<file path="src/rtl/dsa_pkg.sv">
// Shared types, constants and helpers for the descriptor slot allocator.
package dsa_pkg;

    localparam int MAX_SLOTS = 1024;
    localparam int SLOT_W    = $clog2(MAX_SLOTS);
    localparam int CNT_W     = SLOT_W + 1;
    localparam int HANDLE_W  = 64;
    localparam int SIZE_W    = 12;
    localparam int SPAN_W    = SLOT_W + SIZE_W;
    localparam int STEP_W    = $clog2(SLOT_W);
    localparam int CFG_IDX_W = 2;
    localparam int QUEUE_DEPTH = 2;
    localparam int QPTR_W    = $clog2(QUEUE_DEPTH);
    localparam int QCNT_W    = QPTR_W + 1;

    localparam logic [CNT_W-1:0]    MAX_COUNT   = CNT_W'(MAX_SLOTS);
    localparam logic [HANDLE_W-1:0] BASE_RESET  = '0;
    localparam logic [SIZE_W-1:0]   SIZE_RESET  = SIZE_W'(32);
    localparam logic [CNT_W-1:0]    COUNT_RESET = MAX_COUNT;

    localparam logic [CFG_IDX_W-1:0] REG_BASE  = CFG_IDX_W'(0);
    localparam logic [CFG_IDX_W-1:0] REG_SIZE  = CFG_IDX_W'(1);
    localparam logic [CFG_IDX_W-1:0] REG_COUNT = CFG_IDX_W'(2);

    typedef enum logic [1:0] {
        CMD_POP     = 2'd0,
        CMD_PUSH    = 2'd1,
        CMD_RESERVE = 2'd2,
        CMD_NOP     = 2'd3
    } cmd_t;

    typedef enum logic [1:0] {
        ST_OK       = 2'd0,
        ST_EMPTY    = 2'd1,
        ST_NOT_FREE = 2'd2,
        ST_BAD      = 2'd3
    } status_t;

    typedef enum logic [2:0] {
        F_IDLE,
        F_SUB,
        F_CHK,
        F_DIV,
        F_EMIT
    } front_state_t;

    typedef enum logic [2:0] {
        B_IDLE,
        B_PRD,
        B_SCMP,
        B_SHIFT,
        B_MUL,
        B_ADD,
        B_DONE
    } back_state_t;

    typedef struct packed {
        logic [HANDLE_W-1:0] base;
        logic [SIZE_W-1:0]   size;
        logic [CNT_W-1:0]    count;
    } cfg_t;

    typedef struct packed {
        logic             req;
        logic [CNT_W-1:0] count;
    } refill_t;

    typedef struct packed {
        cmd_t              cmd;
        logic [SLOT_W-1:0] slot;
        logic              bad;
    } entry_t;

    function automatic logic [CNT_W-1:0] eff_count(input logic [CNT_W-1:0] v);
        logic [CNT_W-1:0] r;
        r = v;
        if (v == '0)
        begin
            r = CNT_W'(1);
        end
        else if (v > MAX_COUNT)
        begin
            r = MAX_COUNT;
        end
        return r;
    endfunction

    function automatic logic [SIZE_W-1:0] eff_size(input logic [SIZE_W-1:0] v);
        logic [SIZE_W-1:0] r;
        r = v;
        if (v == '0)
        begin
            r = SIZE_W'(1);
        end
        return r;
    endfunction

endpackage

</file>
<file path="src/rtl/dsa_front.sv">
// Front end: accepts commands, turns push handles into slots, flags bad handles.
module dsa_front (
    input  logic                           clk,
    input  logic                           rst_n,
    input  logic                           in_valid,
    output logic                           in_stall,
    input  dsa_pkg::cmd_t                  cmd,
    input  logic [dsa_pkg::HANDLE_W-1:0]   handle_in,
    input  logic [dsa_pkg::SLOT_W-1:0]     slot_in,
    input  dsa_pkg::cfg_t                  cfg,
    output logic                           q_push,
    output dsa_pkg::entry_t                q_entry,
    input  logic                           q_full
);

    dsa_pkg::front_state_t               state_reg, state_next;
    dsa_pkg::cmd_t                       cmd_reg;
    logic [dsa_pkg::HANDLE_W-1:0]        handle_reg;
    logic [dsa_pkg::SLOT_W-1:0]          slot_reg;
    logic                                bad_reg;
    logic [dsa_pkg::HANDLE_W-1:0]        off_reg;
    logic                                below_reg;
    logic [dsa_pkg::SPAN_W-1:0]          span_reg;
    logic [dsa_pkg::SPAN_W-1:0]          rem_reg;
    logic [dsa_pkg::STEP_W-1:0]          step_reg;
    logic [dsa_pkg::SPAN_W-1:0]          trial;
    logic                                range_bad;
    logic [dsa_pkg::SPAN_W:0]            div_bound;

    assign trial     = dsa_pkg::SPAN_W'(cfg.size) << step_reg;
    assign div_bound = (dsa_pkg::SPAN_W+1)'(cfg.size) << (step_reg + 1'b1);
    assign range_bad = below_reg
                    || (off_reg[dsa_pkg::HANDLE_W-1:dsa_pkg::SPAN_W] != '0)
                    || (off_reg[dsa_pkg::SPAN_W-1:0] >= span_reg);

    always_ff @(posedge clk or negedge rst_n)
    begin
        if (!rst_n)
        begin
            state_reg <= dsa_pkg::F_IDLE;
        end
        else
        begin
            state_reg <= state_next;
        end
    end

    always_comb
    begin
        state_next = state_reg;
        in_stall   = (state_reg != dsa_pkg::F_IDLE);
        q_push     = 1'b0;
        q_entry    = '{cmd: cmd_reg, slot: slot_reg, bad: bad_reg || (rem_reg != '0)};
        case (state_reg)
            dsa_pkg::F_IDLE:
            begin
                if (in_valid)
                begin
                    state_next = (cmd == dsa_pkg::CMD_PUSH) ? dsa_pkg::F_SUB
                                                            : dsa_pkg::F_EMIT;
                end
            end
            dsa_pkg::F_SUB:
            begin
                state_next = dsa_pkg::F_CHK;
            end
            dsa_pkg::F_CHK:
            begin
                state_next = range_bad ? dsa_pkg::F_EMIT : dsa_pkg::F_DIV;
            end
            dsa_pkg::F_DIV:
            begin
                if (step_reg == '0)
                begin
                    state_next = dsa_pkg::F_EMIT;
                end
            end
            dsa_pkg::F_EMIT:
            begin
                if (!q_full)
                begin
                    q_push     = 1'b1;
                    state_next = dsa_pkg::F_IDLE;
                end
            end
            default:
            begin
                state_next = dsa_pkg::F_IDLE;
            end
        endcase
    end

    always_ff @(posedge clk)
    begin
        case (state_reg)
            dsa_pkg::F_IDLE:
            begin
                if (in_valid)
                begin
                    cmd_reg    <= cmd;
                    handle_reg <= handle_in;
                    slot_reg   <= (cmd == dsa_pkg::CMD_RESERVE) ? slot_in : '0;
                    bad_reg    <= 1'b0;
                    rem_reg    <= '0;
                end
            end
            dsa_pkg::F_SUB:
            begin
                off_reg   <= handle_reg - cfg.base;
                below_reg <= handle_reg < cfg.base;
                span_reg  <= dsa_pkg::SPAN_W'(cfg.count) * dsa_pkg::SPAN_W'(cfg.size);
            end
            dsa_pkg::F_CHK:
            begin
                slot_reg <= '0;
                if (range_bad)
                begin
                    bad_reg <= 1'b1;
                end
                else
                begin
                    rem_reg  <= off_reg[dsa_pkg::SPAN_W-1:0];
                    step_reg <= dsa_pkg::STEP_W'(dsa_pkg::SLOT_W - 1);
                end
            end
            dsa_pkg::F_DIV:
            begin
                if (rem_reg >= trial)
                begin
                    rem_reg            <= rem_reg - trial;
                    slot_reg[step_reg] <= 1'b1;
                end
                step_reg <= step_reg - 1'b1;
            end
            default:
            begin
            end
        endcase
    end

    a_div_rem_bound: assert property (@(posedge clk) disable iff (!rst_n)
        (state_reg == dsa_pkg::F_DIV) |-> ({1'b0, rem_reg} < div_bound))
        else $error("division remainder above bound");

endmodule

</file>
<file path="config.mk">
export PLATFORM = sky130hd
export DESIGN_NAME = dsa_front
export DESIGN_NICKNAME = d
export VERILOG_FILES = /design/src/rtl/dsa_pkg.sv /design/src/rtl/dsa_front.sv
export SDC_FILE = /design/constraint.sdc
export NUM_CORES = 1
export LEC_CHECK = 0
export BUFFER_PORTS_ARGS = -buffer_cell sky130_fd_sc_hd__buf_2
export CORE_AREA = 2 2 204 146
export DETAILED_ROUTE_END_ITERATION = 16
export DIE_AREA = 0 0 206 148
export GPL_ROUTABILITY_DRIVEN = 0
export GPL_TIMING_DRIVEN = 0
export MAX_ROUTING_LAYER = met4
export PLACE_DENSITY = 0.8
export SYNTH_ARGS = -nofsm -noshare
export SYNTH_HDL_FRONTEND = slang
export SYNTH_SLANG_ARGS = --single-unit
</file>
<file path="constraint.sdc">
create_clock -name clk -period 13.6 [get_ports clk]
set_clock_uncertainty 0.05 [all_clocks]
set_input_delay 2.72 -clock clk [delete_from_list [all_inputs] [get_ports clk]]
set_output_delay 2.72 -clock clk [all_outputs]
set_load 0.01 [all_outputs]
</file>
==> flow_summary_export.csv <==
group,metric,value,unit
synthesis,synth.ff_latch_count,193,
synthesis,ys_dominant_reg_cell,"sky130_fd_sc_hd__edfxtp_1",
clocking,cts_setup_buffers,0,
sta,hold_violations,0,
synthesis,synth_largest_area_cell,"sky130_fd_sc_hd__edfxtp_1",
synthesis,synth.cells.most_frequent,"239 x sky130_fd_sc_hd__inv_1, 190 x sky130_fd_sc_hd__edfxtp_1, 175 x sky130_fd_sc_hd__nand2_1",
layout,final_nets,2395,
global_routing,grt_first_pass_wirelength,67200,microns
critical_path,worst-setup-path-type,"in -> reg",
synthesis,syn_nets,2184,
floorplanning,num_io_pins,182,
clocking,post_cts_resized,0,
critical_path,critical_path_sink_type,"flop",
clocking,cts.sink_count,193,
synthesis,mappedNetlistArea,0.0169,sq mm
drt,drt_wl_total,41100,microns
sta,timing.fmax,118,MHz
global_routing,grt_max_degree,68,
floorplanning,die_width,206,microns
drt,dr_total_vias,13700,
placed_design,dp.final_hpwl,33100,microns
sta,layout_min_cycle_time,8.50,ns
synthesis,post_synthesis_async_set_or_reset_flop_share,1.55,%
floorplanning,die-height,148,microns
synthesis,synthMostInstantiatedCell,"sky130_fd_sc_hd__inv_1",
power_and_ir_drop,power_leakage,0.00856,uW
power_and_ir_drop,p_per_area,156,mW/mm^2
clocking,htree_levels,4,
critical_path,arrival,8.65,ns
critical_path,start_kind,"primary input",
job,max_cap_violation_count,0,
clocking,worstSkewPairLatency,0.45,ns
outcome,run_status,"finished, final reports clean",
sta,final_min_period_over_clock_period,62.5,%
critical_path,reg2reg_slack,8.00,ns
drt,avgRoutedWirePerCell,17.4,microns
floorplanning,number_of_standard_cell_rows_in_the_floorplan,52,
sta,worst_slew_pin_slew,1.05,ns
synthesis,synth.distinct_cells,72,
layout,syn2layout_area_growth,12.2,%
clocking,tritoncts,"built",
global_routing,grt.overflow.total,0,
drt,final_antenna_net_count,0,
synthesis,synth.avg_cell_area,9.60,sq um
drt,drt-initial-drc-count,1106,
clocking,clk_root_buffer_cell,"sky130_fd_sc_hd__clkbuf_16",
layout,post_route_utilization,66.4,%
floorplanning,core_region_area,0.0285,sq mm
critical_path,r2r-end,"rem_reg[15]",
sta,grt_setup_unrepaired,"false",
global_routing,globalRouteTotalUtil,28.9,%
worst_hold_path,hold_class,"reg -> reg",
synthesis,top_cells_by_area_synth,"sky130_fd_sc_hd__edfxtp_1 34%, sky130_fd_sc_hd__ha_1 13%, sky130_fd_sc_hd__fa_1 11%, sky130_fd_sc_hd__inv_1 5.3%, sky130_fd_sc_hd__nand2_1 3.9%",
drt,number_of_iterations_in_the_first_detailed_routing_pass,5,
clocking,tritoncts.num_buffers,17,
drt,avgViaCountPerCell,5.82,
synthesis,ys.warnings.count,0,
drt,detail_route.drc_violations,0,
layout,diodes,0,
sta,timing.max_slew.rel_slack,29.5,%
critical_path,launch_point_of_the_worst_reg_to_reg_path,"step_reg[0]",
global_routing,antenna_found_initial,0,
clocking,cts_hold_repair.buffers,0,
critical_path,timing.critical_path.required,13.76,ns
sta,max_transition_viols_final,0,
synthesis,synth_cells,1757,
synthesis,fraction_of_synthesized_cell_area_taken_by_the_top_area_cell_type,33.8,%
critical_path,worstSetupEndpoint,"span_reg[20]",
synthesis,synth-edff-count,190,
sta,finalSetupViolations,0,
floorplanning,initial_utilization,59.2,%
sta,setup_total_negative_slack,0,ns
critical_path,critPathMaxFanout,10,
power_and_ir_drop,ir_drop,138,uV
floorplanning,design.die.area,0.0305,sq mm
clocking,cts.path.max_buffers,2,
clocking,path_clk_slew,0.07,ns
critical_path,reg2reg_depth,19,
synthesis,part_of_the_yosys_area_used_for_sequential_elements,34.3,%
placed_design,portBuffers,181,
critical_path,startpoint,"cfg[17]",
layout,final_layout_size_suffix_gt1_share,13.2,%
global_routing,grt_pass1_vias,13500,
## placed cells by master (no fill, tap or decap), types with 8 or more instances in the layout
master / Yosys / final
sky130_fd_sc_hd__a211oi_1: 11 / 10
sky130_fd_sc_hd__a21o_1: 48 / 48
sky130_fd_sc_hd__a21oi_1: 128 / 128
sky130_fd_sc_hd__a311oi_1: 9 / 9
sky130_fd_sc_hd__a31oi_1: 13 / 13
sky130_fd_sc_hd__and2_1: 69 / 68
sky130_fd_sc_hd__and3_1: 9 / 9
sky130_fd_sc_hd__buf_2: 5 / 187
sky130_fd_sc_hd__clkbuf_1: 56 / 56
sky130_fd_sc_hd__clkbuf_16: 0 / 17
sky130_fd_sc_hd__edfxtp_1: 190 / 190
sky130_fd_sc_hd__fa_1: 90 / 90
sky130_fd_sc_hd__ha_1: 170 / 170
sky130_fd_sc_hd__inv_1: 239 / 239
sky130_fd_sc_hd__mux2_2: 8 / 8
sky130_fd_sc_hd__mux2i_1: 12 / 12
sky130_fd_sc_hd__nand2_1: 175 / 175
sky130_fd_sc_hd__nand2b_1: 8 / 8
sky130_fd_sc_hd__nand3_1: 22 / 22
sky130_fd_sc_hd__nand4_1: 21 / 21
sky130_fd_sc_hd__nor2_1: 92 / 92
sky130_fd_sc_hd__nor2b_1: 20 / 20
sky130_fd_sc_hd__nor3_1: 28 / 27
sky130_fd_sc_hd__nor4_1: 20 / 20
sky130_fd_sc_hd__o21a_1: 12 / 12
sky130_fd_sc_hd__o21ai_0: 82 / 82
sky130_fd_sc_hd__o21bai_1: 14 / 14
sky130_fd_sc_hd__xnor2_1: 70 / 70
sky130_fd_sc_hd__xor2_1: 31 / 31
## power by group
part           internal [uW]  switching (uW)
clock                    240             243
sequential               846            42.5
combinational            650             927
total                   1740            1210
## cells by family (layout without fill, tap and decap cells)
kind of cell    Yosys count  after routing  synth area share (%)
compound gates          384            384                  14.5
xor+xnor                101            101                  5.25
fa+ha+maj               260            260                  23.3
buf+inv                 306            530                  6.86
flops                   193            193                  34.3
mux                      23             23                  1.65
simple gates            490            490                  14.1
## per-layer routing
layer  up-vias  routed length [microns]  global-route usage, %
met1      6567                    18500                   40.1
met3        66                     3600                   5.95
met2       574                    18300                   43.5
met4         0                      749                   7.43
li1       6527                        -                      -
met5         -                        0                      -
## stage by stage
stage / total power, uW / cell area, sq um / setup slack [ns] / hold slack, ns / instances
final: 2950 / 18900 / 5.10 / 0.571 / 2359
after floorplan: 2070 / 16900 / 4.49 / 0.479 / 1757
after detailed placement: 2440 / 18400 / 4.77 / 0.559 / 2327
after CTS: 2940 / 18900 / 5.24 / 0.577 / 2359
after global placement: 2390 / 18200 / 2.45 / 0.544 / 2316
after global routing: 3180 / 18900 / 4.83 / 0.625 / 2359
## cell type report
type	count	area (sq um)
multi-input combinational	1258	9940
fill	2250	9580
sequential	193	5780
timing repair buffer	192	1010
inverter	241	905
tap	378	473
clock buffer	17	425
buffer	65	251
clock inverter	15	125
## critical path: stages
cell and delay (ns):
sky130_fd_sc_hd__buf_2 0.14, sky130_fd_sc_hd__clkbuf_1 0.54, sky130_fd_sc_hd__nand2_1 0.16, sky130_fd_sc_hd__fa_1 0.54
sky130_fd_sc_hd__inv_1 0.05, sky130_fd_sc_hd__fa_1 0.49, sky130_fd_sc_hd__inv_1 0.05, sky130_fd_sc_hd__fa_1 0.48
sky130_fd_sc_hd__inv_1 0.06, sky130_fd_sc_hd__fa_1 0.53, sky130_fd_sc_hd__inv_1 0.05, sky130_fd_sc_hd__fa_1 0.52
sky130_fd_sc_hd__inv_1 0.04, sky130_fd_sc_hd__ha_1 0.24, sky130_fd_sc_hd__o41ai_1 0.72, sky130_fd_sc_hd__o21ai_0 0.32
sky130_fd_sc_hd__o41ai_1 0.56, sky130_fd_sc_hd__o21bai_1 0.13, sky130_fd_sc_hd__a21oi_1 0.20, sky130_fd_sc_hd__xnor2_1 0.09
## worst min path at each step
stage / from / to / slack [ns] / cells after the start
CTS: slot_reg[0] / slot_reg[0] / 0.58 / 2
finish: slot_reg[2] / slot_reg[2] / 0.57 / 2
floorplan: off_reg[10] / rem_reg[10] / 0.48 / 2
global route: off_reg[15] / rem_reg[15] / 0.62 / 2
detailed placement: slot_reg[0] / slot_reg[0] / 0.56 / 2
global placement: slot_reg[1] / slot_reg[1] / 0.54 / 2
(Power assumes the default switching activity.)
