**src/rtl/dsa_pkg.sv**
```systemverilog
// Shared types, constants and helpers for the descriptor slot allocator.
package dsa_pkg;

    localparam int MAX_SLOTS = 1024;
    localparam int SLOT_W    = $clog2(MAX_SLOTS);
    localparam int CNT_W     = SLOT_W + 1;
    localparam int HANDLE_W  = 64;
    localparam int SIZE_W    = 12;
    localparam int SPAN_W    = SLOT_W + SIZE_W;
    localparam int STEP_W    = $clog2(SLOT_W);
    localparam int CFG_IDX_W = 2;
    localparam int QUEUE_DEPTH = 2;
    localparam int QPTR_W    = $clog2(QUEUE_DEPTH);
    localparam int QCNT_W    = QPTR_W + 1;

    localparam logic [CNT_W-1:0]    MAX_COUNT   = CNT_W'(MAX_SLOTS);
    localparam logic [HANDLE_W-1:0] BASE_RESET  = '0;
    localparam logic [SIZE_W-1:0]   SIZE_RESET  = SIZE_W'(32);
    localparam logic [CNT_W-1:0]    COUNT_RESET = MAX_COUNT;

    localparam logic [CFG_IDX_W-1:0] REG_BASE  = CFG_IDX_W'(0);
    localparam logic [CFG_IDX_W-1:0] REG_SIZE  = CFG_IDX_W'(1);
    localparam logic [CFG_IDX_W-1:0] REG_COUNT = CFG_IDX_W'(2);

    typedef enum logic [1:0] {
        CMD_POP     = 2'd0,
        CMD_PUSH    = 2'd1,
        CMD_RESERVE = 2'd2,
        CMD_NOP     = 2'd3
    } cmd_t;

    typedef enum logic [1:0] {
        ST_OK       = 2'd0,
        ST_EMPTY    = 2'd1,
        ST_NOT_FREE = 2'd2,
        ST_BAD      = 2'd3
    } status_t;

    typedef enum logic [2:0] {
        F_IDLE,
        F_SUB,
        F_CHK,
        F_DIV,
        F_EMIT
    } front_state_t;

    typedef enum logic [2:0] {
        B_IDLE,
        B_PRD,
        B_SCMP,
        B_SHIFT,
        B_MUL,
        B_ADD,
        B_DONE
    } back_state_t;

    typedef struct packed {
        logic [HANDLE_W-1:0] base;
        logic [SIZE_W-1:0]   size;
        logic [CNT_W-1:0]    count;
    } cfg_t;

    typedef struct packed {
        logic             req;
        logic [CNT_W-1:0] count;
    } refill_t;

    typedef struct packed {
        cmd_t              cmd;
        logic [SLOT_W-1:0] slot;
        logic              bad;
    } entry_t;

    function automatic logic [CNT_W-1:0] eff_count(input logic [CNT_W-1:0] v);
        logic [CNT_W-1:0] r;
        r = v;
        if (v == '0)
        begin
            r = CNT_W'(1);
        end
        else if (v > MAX_COUNT)
        begin
            r = MAX_COUNT;
        end
        return r;
    endfunction

    function automatic logic [SIZE_W-1:0] eff_size(input logic [SIZE_W-1:0] v);
        logic [SIZE_W-1:0] r;
        r = v;
        if (v == '0)
        begin
            r = SIZE_W'(1);
        end
        return r;
    endfunction

endpackage

```
**src/rtl/dsa_queue.sv**
```systemverilog
// Two-entry queue between the front end and the stack engine.
module dsa_queue (
    input  logic             clk,
    input  logic             rst_n,
    input  logic             push,
    input  dsa_pkg::entry_t  push_entry,
    output logic             full,
    input  logic             pop,
    output dsa_pkg::entry_t  head,
    output logic             empty
);

    dsa_pkg::entry_t                 slots_reg [dsa_pkg::QUEUE_DEPTH];
    logic [dsa_pkg::QPTR_W-1:0]      wr_ptr_reg, rd_ptr_reg;
    logic [dsa_pkg::QCNT_W-1:0]      cnt_reg;
    logic                            do_push, do_pop;

    assign full    = (cnt_reg == dsa_pkg::QCNT_W'(dsa_pkg::QUEUE_DEPTH));
    assign empty   = (cnt_reg == '0);
    assign head    = slots_reg[rd_ptr_reg];
    assign do_push = push && !full;
    assign do_pop  = pop && !empty;

    always_ff @(posedge clk or negedge rst_n)
    begin
        if (!rst_n)
        begin
            wr_ptr_reg <= '0;
            rd_ptr_reg <= '0;
            cnt_reg    <= '0;
        end
        else
        begin
            if (do_push)
            begin
                wr_ptr_reg <= wr_ptr_reg + 1'b1;
            end
            if (do_pop)
            begin
                rd_ptr_reg <= rd_ptr_reg + 1'b1;
            end
            if (do_push && !do_pop)
            begin
                cnt_reg <= cnt_reg + 1'b1;
            end
            else if (do_pop && !do_push)
            begin
                cnt_reg <= cnt_reg - 1'b1;
            end
        end
    end

    always_ff @(posedge clk)
    begin
        if (do_push)
        begin
            slots_reg[wr_ptr_reg] <= push_entry;
        end
    end

    a_cnt_bound: assert property (@(posedge clk) disable iff (!rst_n)
        cnt_reg <= dsa_pkg::QCNT_W'(dsa_pkg::QUEUE_DEPTH))
        else $error("queue count overflow");

    a_no_pop_empty: assert property (@(posedge clk) disable iff (!rst_n)
        pop |-> !empty)
        else $error("pop from empty queue");

endmodule

```
**config.mk**
```make
export PLATFORM = sky130hd
export DESIGN_NAME = dsa_queue
export DESIGN_NICKNAME = d
export VERILOG_FILES = /design/src/rtl/dsa_pkg.sv /design/src/rtl/dsa_queue.sv
export SDC_FILE = /design/constraint.sdc
export NUM_CORES = 1
export LEC_CHECK = 0
export BUFFER_PORTS_ARGS = -buffer_cell sky130_fd_sc_hd__buf_4
export CORE_AREA = 5 5 50 84
export DETAILED_ROUTE_END_ITERATION = 12
export DIE_AREA = 0 0 55 89
export HOLD_SLACK_MARGIN = 0.03
export PLACE_DENSITY = 0.58
export SETUP_SLACK_MARGIN = 0.15
export SYNTH_ARGS = -nofsm -noshare
export SYNTH_HDL_FRONTEND = slang
export SYNTH_SLANG_ARGS = --single-unit
```
**constraint.sdc**
```tcl
create_clock -name clk -period 1.8 [get_ports clk]
set_input_delay 0.09 -clock clk [delete_from_list [all_inputs] [get_ports clk]]
set_output_delay 0.09 -clock clk [all_outputs]
set_load 0.01 [all_outputs]
```
==> results of run 1 <==
==> final cells by class <==
class	instances	share of cell area
clock inverters	1	0.00296
well taps	45	0.0333
flip-flops and latches	30	0.521
repair buffers	51	0.247
clock buffers	7	0.0511
multi-input cells	26	0.139
inverters	2	0.00444
==> power breakdown <==
part	internal [mW]	switching (mW)	leakage, nW	total [mW]
sequential	0.965	0.0715	0.288	1.04
clock	0.307	0.217	0.0482	0.524
combinational	0.508	0.406	0.346	0.915
total	1.78	0.695	0.682	2.47
==> kinds of logic (layout without fill, tap and decap cells) <==
logic type / count (synthesis) / after routing / synth area share
AOI/OAI and AO/OA: 1 / 1 / 0.00441
muxes: 13 / 13 / 0.129
and+or+nand+nor: 6 / 6 / 0.0243
buffers and inverters: 3 / 61 / 0.0165
DFF: 30 / 30 / 0.776
xor gates and xnor gates: 5 / 5 / 0.0386
adders and majority gates: 1 / 1 / 0.0110
==> per-layer routing <==
layer	routed length, um	vias to the layer above
met5	0	-
met4	39	0
met3	108	5
met2	1110	21
met1	754	333
li1	-	332
==> cells in the mapped netlist <==
cell      count  area, sq um
inv_1         2         7.51
xor2_1        2         17.5
xnor2_1       3         26.3
mux2_2       13          146
o21ai_1       1         5.00
and3_1        1         6.26
nand2_1       1         3.75
nor2_1        3         11.3
nand2b_1      1         6.26
edfxtp_1     26          781
buf_6         1         11.3
dfrtp_1       4          100
ha_1          1         12.5
==> path summary, 6_finish.rpt <==
| path | end | slack [ns] | cells past startpoint |
|---|---|---|---|
| max reg2reg | cnt_reg[1] | 0.29 | 6 |
| min reg2reg | wr_ptr_reg | 0.51 | 1 |
| min in group clk | wr_ptr_reg | 0.15 | 3 |
| min | wr_ptr_reg | 0.15 | 2 |
| max | cnt_reg[1] | 0.29 | 6 |
| max in group asynchronous | rd_ptr_reg | 1.55 | 2 |
==> metrics by stage <==
step,cells,utilization
floorplan,59,-
global placement,140,0.429
detailed placement,140,0.429
CTS,162,0.497
global route,162,0.497
finish,162,0.497
==> critical path, delay by kind of cell (launching register included) <==
family                   cells  cell delay [ns]
adder cells (fa/ha/maj)      1             0.32
flip-flops                   1             0.43
AND/OR/NAND/NOR              3             0.47
XOR/XNOR                     1             0.16
buffers and inverters        1             0.05
==> impl_metrics.ini, run 1 <==
[sta]
maxSlewViolCount = 0
min_period_over_period = 0.837
hold_slack_ns = 0.147
slew_headroom = 0.874
number_of_hold_violations_in_the_final_report = 0
setup_viol = 0
final.setup_skew_ns = 0.00514
post-route-worst-setup-slack_ns = 0.294
finalWorstPathRequiredPeriod_ns = 1.51
clock.fmax_mhz = 664
timing.setup.tns_ns = 0
rsz_0062_raised_after_global_routing = false
max_slew.worst_pin.slew_ns = 0.188

[pwr]
power.leakage_nw = 0.682
vdd_drop_max_mv = 0.861
powerDensity_nw_per_um2 = 1470
post-layout-total-power_mw = 2.47

[cts]
cts_sinks = 30
ctsHoldBuffers = 14
clkLatencyLatePin_ns = 0.27
clock-root-buffer = clkbuf_8
clk_transition_reported_paths_ns = 0.06
number_of_resized_instances_in_the_post_cts_repair_step = 0
max-clock-path-buffers = 2
ctsHtreeMaxLevel = 2
cts_tree = yes
post_cts_setup_buffers = 0
cts-buffers-inserted = 5

[floorplan]
start_util = 0.334
dieWidth_um = 55
design.die.area_sq_um = 4900
placement_row_count = 28
placeableCoreArea_sq_um = 3400
design.portCount = 32
dieHeight_um = 89

[critical_path]
cp_data_arrival_time_ns = 1.70
worstPathCellList = nand2b_1 > nand2_1 > inv_1 > ha_1 > nor2_1 > xor2_1
critPathKind = flip-flop to flip-flop
slowest_stage = dfrtp_1
worstSetupEndpointType = flip-flop
rr_startpoint = cnt_reg[0]
critPathMaxFanout = 5
critPathMaxStageDelay_ns = 0.43
critPathLaunch = cnt_reg[0]
kind_of_launch_point_of_the_worst_setup_path = flip-flop
timing.critical_path.required_ns = 1.99

[route]
detailroute.via_count = 691
drt_pass1_iterations = 2
drt.antenna.violating_nets = 0
initialDrtViolationCount = 2
vias_per_std_cell = 4.27
post_drt_wl_per_cell_um = 12.4
remaining_drc_errors = 0
postRouteWirelength_um = 2010

[cells_and_area]
finish.net_count = 134
seqCellArea_sq_um = 881
nFillCells = 308
layout.cell_area.non_filler_sq_um = 1690
syn2layout_area_growth_pct = 48.8
layout.cells.most_common = buf_4
final_layout_size_suffix_gt1_frac = 0.487
area_used_by_multi_input_combinational_logic_sq_um = 235
layout.cells.most_common_list = buf_4 (37), edfxtp_1 (26), dlygate4sd3_1 (14)
largest_register_ff_count = 26
diodes = 0

[global_route]
grt_pass1_vias = 760
grt_pass1_wl_um = 3230
pin_count_of_the_biggest_net_entering_global_routing = 10
global_route_layer_with_the_greatest_usage = met2
overall_overflow_remaining_after_global_route = 0
grt_total_usage = 0.0958
antenna_found_initial = 0
groute.layer.met1.usage = 0.0999
gr-usage-met2 = 0.158
grtUsageMet3 = 0.0334

[status]
status = complete, no violations

[synthesis]
synth_cells = 59
ys_types = 13
synth-seq-cells = 30
syn-num-nets = 77
synth.yosys.seq_area_share = 0.776
ys.warnings.count = 0
post_synth_instance_area_sq_um = 1130
synthesis.area_per_instance_sq_um = 19.2

[job]
maxCapViolCount = 0

[min_path]
timing.hold.worst.class = primary input to async pin

[place]
gp_routability_congestion = 0.725
dpl-instance-area_sq_um = 1460
portBuffers = 31
placement.setup.worst_slack_ns = 0.303
No activity file was read; power rests on OpenSTA's default activity.
==> run 2, diff against run 1 <==
--- a/config.mk
+++ b/config.mk
@@ -5,12 +5,13 @@
 export SDC_FILE = /design/constraint.sdc
 export NUM_CORES = 1
 export LEC_CHECK = 0
+export ABC_AREA = 1
 export BUFFER_PORTS_ARGS = -buffer_cell sky130_fd_sc_hd__buf_4
-export CORE_AREA = 5 5 50 84
+export CORE_AREA = 5 5 50 85
 export DETAILED_ROUTE_END_ITERATION = 12
-export DIE_AREA = 0 0 55 89
+export DIE_AREA = 0 0 55 90
 export HOLD_SLACK_MARGIN = 0.03
-export PLACE_DENSITY = 0.58
+export PLACE_DENSITY = 0.61
 export SETUP_SLACK_MARGIN = 0.15
 export SYNTH_ARGS = -nofsm -noshare
 export SYNTH_HDL_FRONTEND = slang
==> constraint.sdc (replaced) <==
create_clock -name clk -period 1.25 [get_ports clk]
set_input_delay 0.0625 -clock clk [delete_from_list [all_inputs] [get_ports clk]]
set_output_delay 0.0625 -clock clk [all_outputs]
set_load 0.01 [all_outputs]
==> run 2 against run 1 <==
  * The run now ends with negative setup slack left
  * Utilization up 4.4 points
  * Via count grew 32%
  * Non-clock buffer count rose by 3
  * Setup slack worse by 0.32 ns
  * Sequential power up 47%
  * Register-to-register slack worse by 0.32 ns
  * Design area up 13%
  * Final cell count is 27% higher
  * Combinational power grew 120%
  * Global-route usage rose by 2.5 points
  * Wire length is 33% higher
  * Largest cell class unchanged
==> impl_metrics.ini, run 2 <==
[route]
detailroute.via_count = 909
vias_per_std_cell = 4.41
post_drt_wl_per_cell_um = 12.9
postRouteWirelength_um = 2670
drt_pass1_iterations = 3
drt.antenna.violating_nets = 0
remaining_drc_errors = 0
initialDrtViolationCount = 16

[synthesis]
count_of_flip_flops_with_a_built_in_enable_after_synthesis = 26
synth_top_family_by_area = simple AND/OR/NAND/NOR gates
yosys.area_share.xor_xnor = 0.00746
synth_fa_ha_area_frac = 0.0107
ys.warnings.count = 0
synthesis.area_per_instance_sq_um = 11.9
synth-seq-cells = 30
post_synth_most_frequent_cells = nand2_1 (48), edfxtp_1 (26), inv_1 (7)
simple_logic_cell_fraction_of_the_synthesized_area = 0.187
synthMostInstantiatedCell = nand2_1
synth_compound_gate_area_share = 0.00853
synth.yosys.seq_area_share = 0.751
synth_area_leader_cell = edfxtp_1
synth_top_area_frac = 0.665
syn-num-nets = 117
post_synth_instance_area_sq_um = 1170
muxShareOfSynthArea = 0
async_flop_share = 0.133
synth_cells = 99
synth_top_cells_by_area = edfxtp_1 (67%), nand2_1 (15%), dfrtp_1 (8.5%)
synth_ff_type = edfxtp_1
ys_types = 15

[cts]
max-clock-path-buffers = 2
cts_tree = yes
cts-buffers-inserted = 5
clk_transition_reported_paths_ns = 0.06
ctsHtreeMaxLevel = 2
clock-root-buffer = clkbuf_8
cts_sinks = 30
clkLatencyLatePin_ns = 0.27

[sta]
post-route-worst-setup-slack_ns = -0.0268
finalWorstPathRequiredPeriod_ns = 1.28
timing.setup.tns_ns = -0.143
number_of_hold_violations_in_the_final_report = 0
rsz_0062_raised_after_global_routing = true
max_slew.worst_pin.slew_ns = 0.275
maxSlewViolCount = 0
clock.fmax_mhz = 783
min_period_over_period = 1.02
final.setup_skew_ns = 0.00187
setup_viol = 14
slew_headroom = 0.816

[place]
gp_routability_congestion = 0.666
portBuffers = 31
dp.final_hpwl_um = 1750

[cells_and_area]
final_layout_size_suffix_gt1_frac = 0.444
diodes = 0
layout.cells.most_common_list = nand2_1 (38), buf_4 (26), edfxtp_1 (26)
finish.net_count = 177
layout.cells.most_common = nand2_1
nFillCells = 302
layout.core_utilization = 0.541
largest_register_ff_count = 26
syn2layout_area_growth_pct = 62.2

[global_route]
grt_pass1_wl_um = 4220
grt_total_usage = 0.121
grt_pass1_vias = 969
pin_count_of_the_biggest_net_entering_global_routing = 14
overall_overflow_remaining_after_global_route = 0
antenna_found_initial = 0

[pwr]
net_switching_power_of_the_design_mw = 1.49
netSwitchingFraction = 0.348
power.combinational.fraction = 0.478
post-layout-total-power_mw = 4.27
vdd_drop_max_mv = 1.47
powerDensity_nw_per_um2 = 2240
power_frac_clock = 0.163
power.leakage_nw = 0.827
sequentialPowerShare = 0.359
p_int_mw = 2.78

[status]
status = complete, but fails checks
failed_checks = negative setup slack

[floorplan]
dieHeight_um = 90
design.die.area_sq_um = 4950
design.portCount = 32
dieWidth_um = 55
placement_row_count = 29
start_util = 0.333
placeableCoreArea_sq_um = 3520

[critical_path]
timing.critical_path.required_ns = 1.41
kind_of_launch_point_of_the_worst_setup_path = flip-flop
cp_data_arrival_time_ns = 1.44
critPathMaxFanout = 3
slowest_stage = dfrtp_1
critPathKind = flip-flop to flip-flop
critPathMaxStageDelay_ns = 0.41
worstSetupEndpointType = flip-flop
worstPathCellList = inv_2 > nor2_4 > nor2_4 > ha_4 > inv_2 > nand3_2 > nand2_2 > nand2_1

[job]
maxCapViolCount = 0

[min_path]
timing.hold.worst.class = primary input to flip-flop
run 2: kinds of logic (layout without fill, tap and decap cells):
group	count (synthesis)	count (layout)
xor+xnor	1	1
simple gates	55	55
compound gates	2	2
fa+ha+maj	1	1
flops	30	30
buf+inv	10	71
run 2: critical path: cells and delay by family (launching register included):
kind	cells	cell delay, ns
adder cells (fa/ha/maj)	1	0.23
buffers and inverters	2	0.18
flip-flops	1	0.41
AND/OR/NAND/NOR	5	0.35
run 2: metrics by stage:
stage	cell area (sq um)	hold WS (ns)	instances	setup WS, ns
6_report	1900	0.0546	206	-0.0268
5_1_grt	1900	0.0797	206	-0.0860
3_5_place_dp	1510	-0.136	178	-0.0989
4_1_cts	1880	0.0433	205	-0.0164
3_3_place_gp	1510	-0.137	178	0.00857
2_1_floorplan	1190	-0.233	99	0.00387
run 2: what timing repair did:
| item | in CTS | in global routing |
|---|---|---|
| cloned | 2 | 0 |
| setup endpoints to repair | 42 | 44 |
| resized for setup | 32 | 6 |
| hold buffers | 14 | 0 |
| hold endpoints to repair | 30 | 0 |
| pin swaps | 4 | 1 |
| buffers inserted | 3 | 1 |
run 2: per-layer routing:
layer / track usage / vias to the layer above / wire (um)
met5: 0 / - / 0
met4: 0.0649 / 0 / 70
met3: 0.0364 / 6 / 139
met2: 0.214 / 32 / 1500
met1: 0.112 / 427 / 959
li1: - / 444 / -
run 2: path summary, 6_finish.rpt:
path,startpoint,end,slack (ns),cells past startpoint
max reg2reg,cnt_reg[1],cnt_reg[1],-0.03,8
max in group asynchronous,rst_n,rd_ptr_reg,1.01,2
min,pop,rd_ptr_reg,0.05,3
min in group asynchronous,rst_n,wr_ptr_reg,0.12,2
max,cnt_reg[1],cnt_reg[1],-0.03,8
min reg2reg,wr_ptr_reg,wr_ptr_reg,0.50,2
run 2: final cells by class:
class,count,area [sq um],area share
sequential,30,883,0.464
multi-input combinational,59,334,0.176
timing repair inverter,1,7.51,0.00394
tap,46,57.6,0.0302
inverter,8,37.5,0.0197
timing repair buffer,54,502,0.264
clock inverter,2,8.76,0.00460
clock buffer,6,72.6,0.0381
run 2: power by group through the flow:
stage	clock [mW]	combinational, mW	sequential [mW]
floorplan	0	0.791	1.51
finish	0.697	2.04	1.53
detailed placement	0	1.52	1.50
CTS	0.716	1.99	1.53
global placement	0	1.45	1.49
global route	0.777	2.20	1.55
==> run 3, diff against run 2 <==
--- a/config.mk
+++ b/config.mk
@@ -11,7 +11,6 @@
 export DETAILED_ROUTE_END_ITERATION = 12
 export DIE_AREA = 0 0 55 90
 export HOLD_SLACK_MARGIN = 0.03
-export PLACE_DENSITY = 0.61
 export SETUP_SLACK_MARGIN = 0.15
 export SYNTH_ARGS = -nofsm -noshare
 export SYNTH_HDL_FRONTEND = slang
==> run 3 against run 2 <==
  * Sequential share of layout area down 1.1 points
  * Count of clock-buffer cells in the layout up 1
  * Global-route usage down 0.96 points
  * Die area unchanged
  * Final cell count up 1.5%
  * Design area up 2.4%
  * The run still ends with negative setup slack left
  * Highest routed layer unchanged
  * First-iteration DRC count up 6.3%
  * Non-clock buffer count up 2
  * Via count up 0.55%
==> impl_metrics.ini, run 3 (same netlist as run 2, synthesis figures left out) <==
[min_path]
timing.hold.worst.class = primary input to flip-flop
hold_depth = 3
min_from = pop
worst_min_delay_path_endpoint = rd_ptr_reg

[cells_and_area]
layout.cells.most_common_list = nand2_1 (36), edfxtp_1 (26), buf_4 (23)
syn2layout_area_growth_pct = 66.1
largest_register_ff_count = 26
final_layout_size_suffix_gt1_frac = 0.460
layout.cells.most_common = nand2_1
finish.net_count = 180
diodes = 0

[critical_path]
timing.critical_path.required_ns = 1.24
reg2regPathDepth = 5
critPathKind = flip-flop to flip-flop
critPathMaxFanout = 13
rr_startpoint = cnt_reg[1]
kind_of_launch_point_of_the_worst_setup_path = flip-flop
cp_data_arrival_time_ns = 1.25
regToRegSetupSlack_ns = -0.01
r2r-end = slots_reg[1][9]
worstSetupEndpointType = flip-flop

[sta]
rsz_0062_raised_after_global_routing = true
slew_headroom = 0.870
maxSlewViolCount = 0
final.setup_skew_ns = 0.00238
number_of_hold_violations_in_the_final_report = 0
finalWorstPathRequiredPeriod_ns = 1.26
hold_slack_ns = 0.0385
clock.fmax_mhz = 793
min_period_over_period = 1.01
post-route-worst-setup-slack_ns = -0.0116
max_slew.worst_pin.slew_ns = 0.196
setup_viol = 15

[status]
failed_checks = negative setup slack
status = complete, but fails checks

[cts]
clk_transition_reported_paths_ns = 0.06
ctsHtreeMaxLevel = 2
cts_tree = yes
max-clock-path-buffers = 2
clkLatencyLatePin_ns = 0.27
clock-root-buffer = clkbuf_8
cts_sinks = 30
cts-buffers-inserted = 5

[floorplan]
dieWidth_um = 55
dieHeight_um = 90
start_util = 0.333
placeableCoreArea_sq_um = 3520
design.die.area_sq_um = 4950
placement_row_count = 29
design.portCount = 32

[pwr]
power.leakage_nw = 0.847
powerDensity_nw_per_um2 = 2240
post-layout-total-power_mw = 4.37
vdd_drop_max_mv = 1.58

[global_route]
grt_pass1_vias = 901
grt_total_usage = 0.111
grt_pass1_wl_um = 3850
overall_overflow_remaining_after_global_route = 0
antenna_found_initial = 0
pin_count_of_the_biggest_net_entering_global_routing = 14

[route]
post_drt_wl_per_cell_um = 12.3
drt_pass1_iterations = 3
remaining_drc_errors = 0
initialDrtViolationCount = 17
postRouteWirelength_um = 2570
detailroute.via_count = 914
vias_per_std_cell = 4.37
drt.antenna.violating_nets = 0

[job]
maxCapViolCount = 0

[place]
dp.final_hpwl_um = 1580
portBuffers = 31
gp_routability_congestion = 0.787
[run 3: cell types whose count changed in the layout (fill, tap and decap cells not counted), sizes merged]
cell	previous run	this run
clkbuf	6	7
clkinv	3	1
inv	7	9
buf	40	42
[run 3: final cells by class]
type	count	area [sq um]
clock buffers	7	86.3
fillers	317	1570
multi-input cells	59	332
clock inverters	1	5.00
repair buffers	56	529
inverters	8	40.0
well taps	46	57.6
repair inverters	2	16.3
flip-flops and latches	30	883
[run 3: stage by stage]
step                setup TNS, ns  instance area [sq um]  utilization  worst slack (ns)  cells
finish                     -0.110                   1950        0.554           -0.0116    209
floorplan                       0                   1190            -           0.00387     99
global route                -1.64                   1950        0.554           -0.0880    209
global placement                0                   1520        0.431           0.00971    179
CTS                        -0.306                   1880        0.534           -0.0344    207
detailed placement         -0.541                   1520        0.431           -0.0482    179
[run 3: power by group]
| part | switching (mW) | leakage (nW) | internal (mW) | total, mW |
|---|---|---|---|---|
| Clock | 0.321 | 0.0482 | 0.442 | 0.763 |
| Sequential | 0.145 | 0.288 | 1.39 | 1.54 |
| Combinational | 1.03 | 0.511 | 1.04 | 2.07 |
| Total | 1.50 | 0.847 | 2.88 | 4.37 |
[run 3: critical path, stage by stage (launching register included)]
cell     delay [ns]
dfrtp_1        0.41
inv_2          0.11
o21ai_1        0.07
buf_4          0.15
nor2_4         0.09
buf_12         0.15
[run 3: what timing repair did]
item	in CTS	in global routing
pin swaps	11	6
hold endpoints to repair	30	0
setup endpoints to repair	42	44
setup buffers	4	1
gates resized for setup	27	17
hold buffers	14	0
gates cloned	2	1
[run 3: how the worst max path moves through the flow]
stage                           from  cells past startpoint              end  slack (ns)
after global placement    cnt_reg[1]                      5  slots_reg[1][9]        0.01
after floorplan           cnt_reg[1]                      8       cnt_reg[1]       0.004
final                     cnt_reg[1]                      5  slots_reg[1][9]       -0.01
after global routing      rd_ptr_reg                      4          head[7]       -0.09
after CTS                 cnt_reg[0]                      7       cnt_reg[1]       -0.03
after detailed placement  cnt_reg[1]                      8       cnt_reg[1]       -0.05
[run 3: per-layer routing]
metal,track usage,vias to the layer above,share of wire
met2,0.201,23,0.58
met3,0.0430,5,0.054
met5,0,-,0
met1,0.0995,434,0.34
met4,0.0487,0,0.021
li1,-,452,-
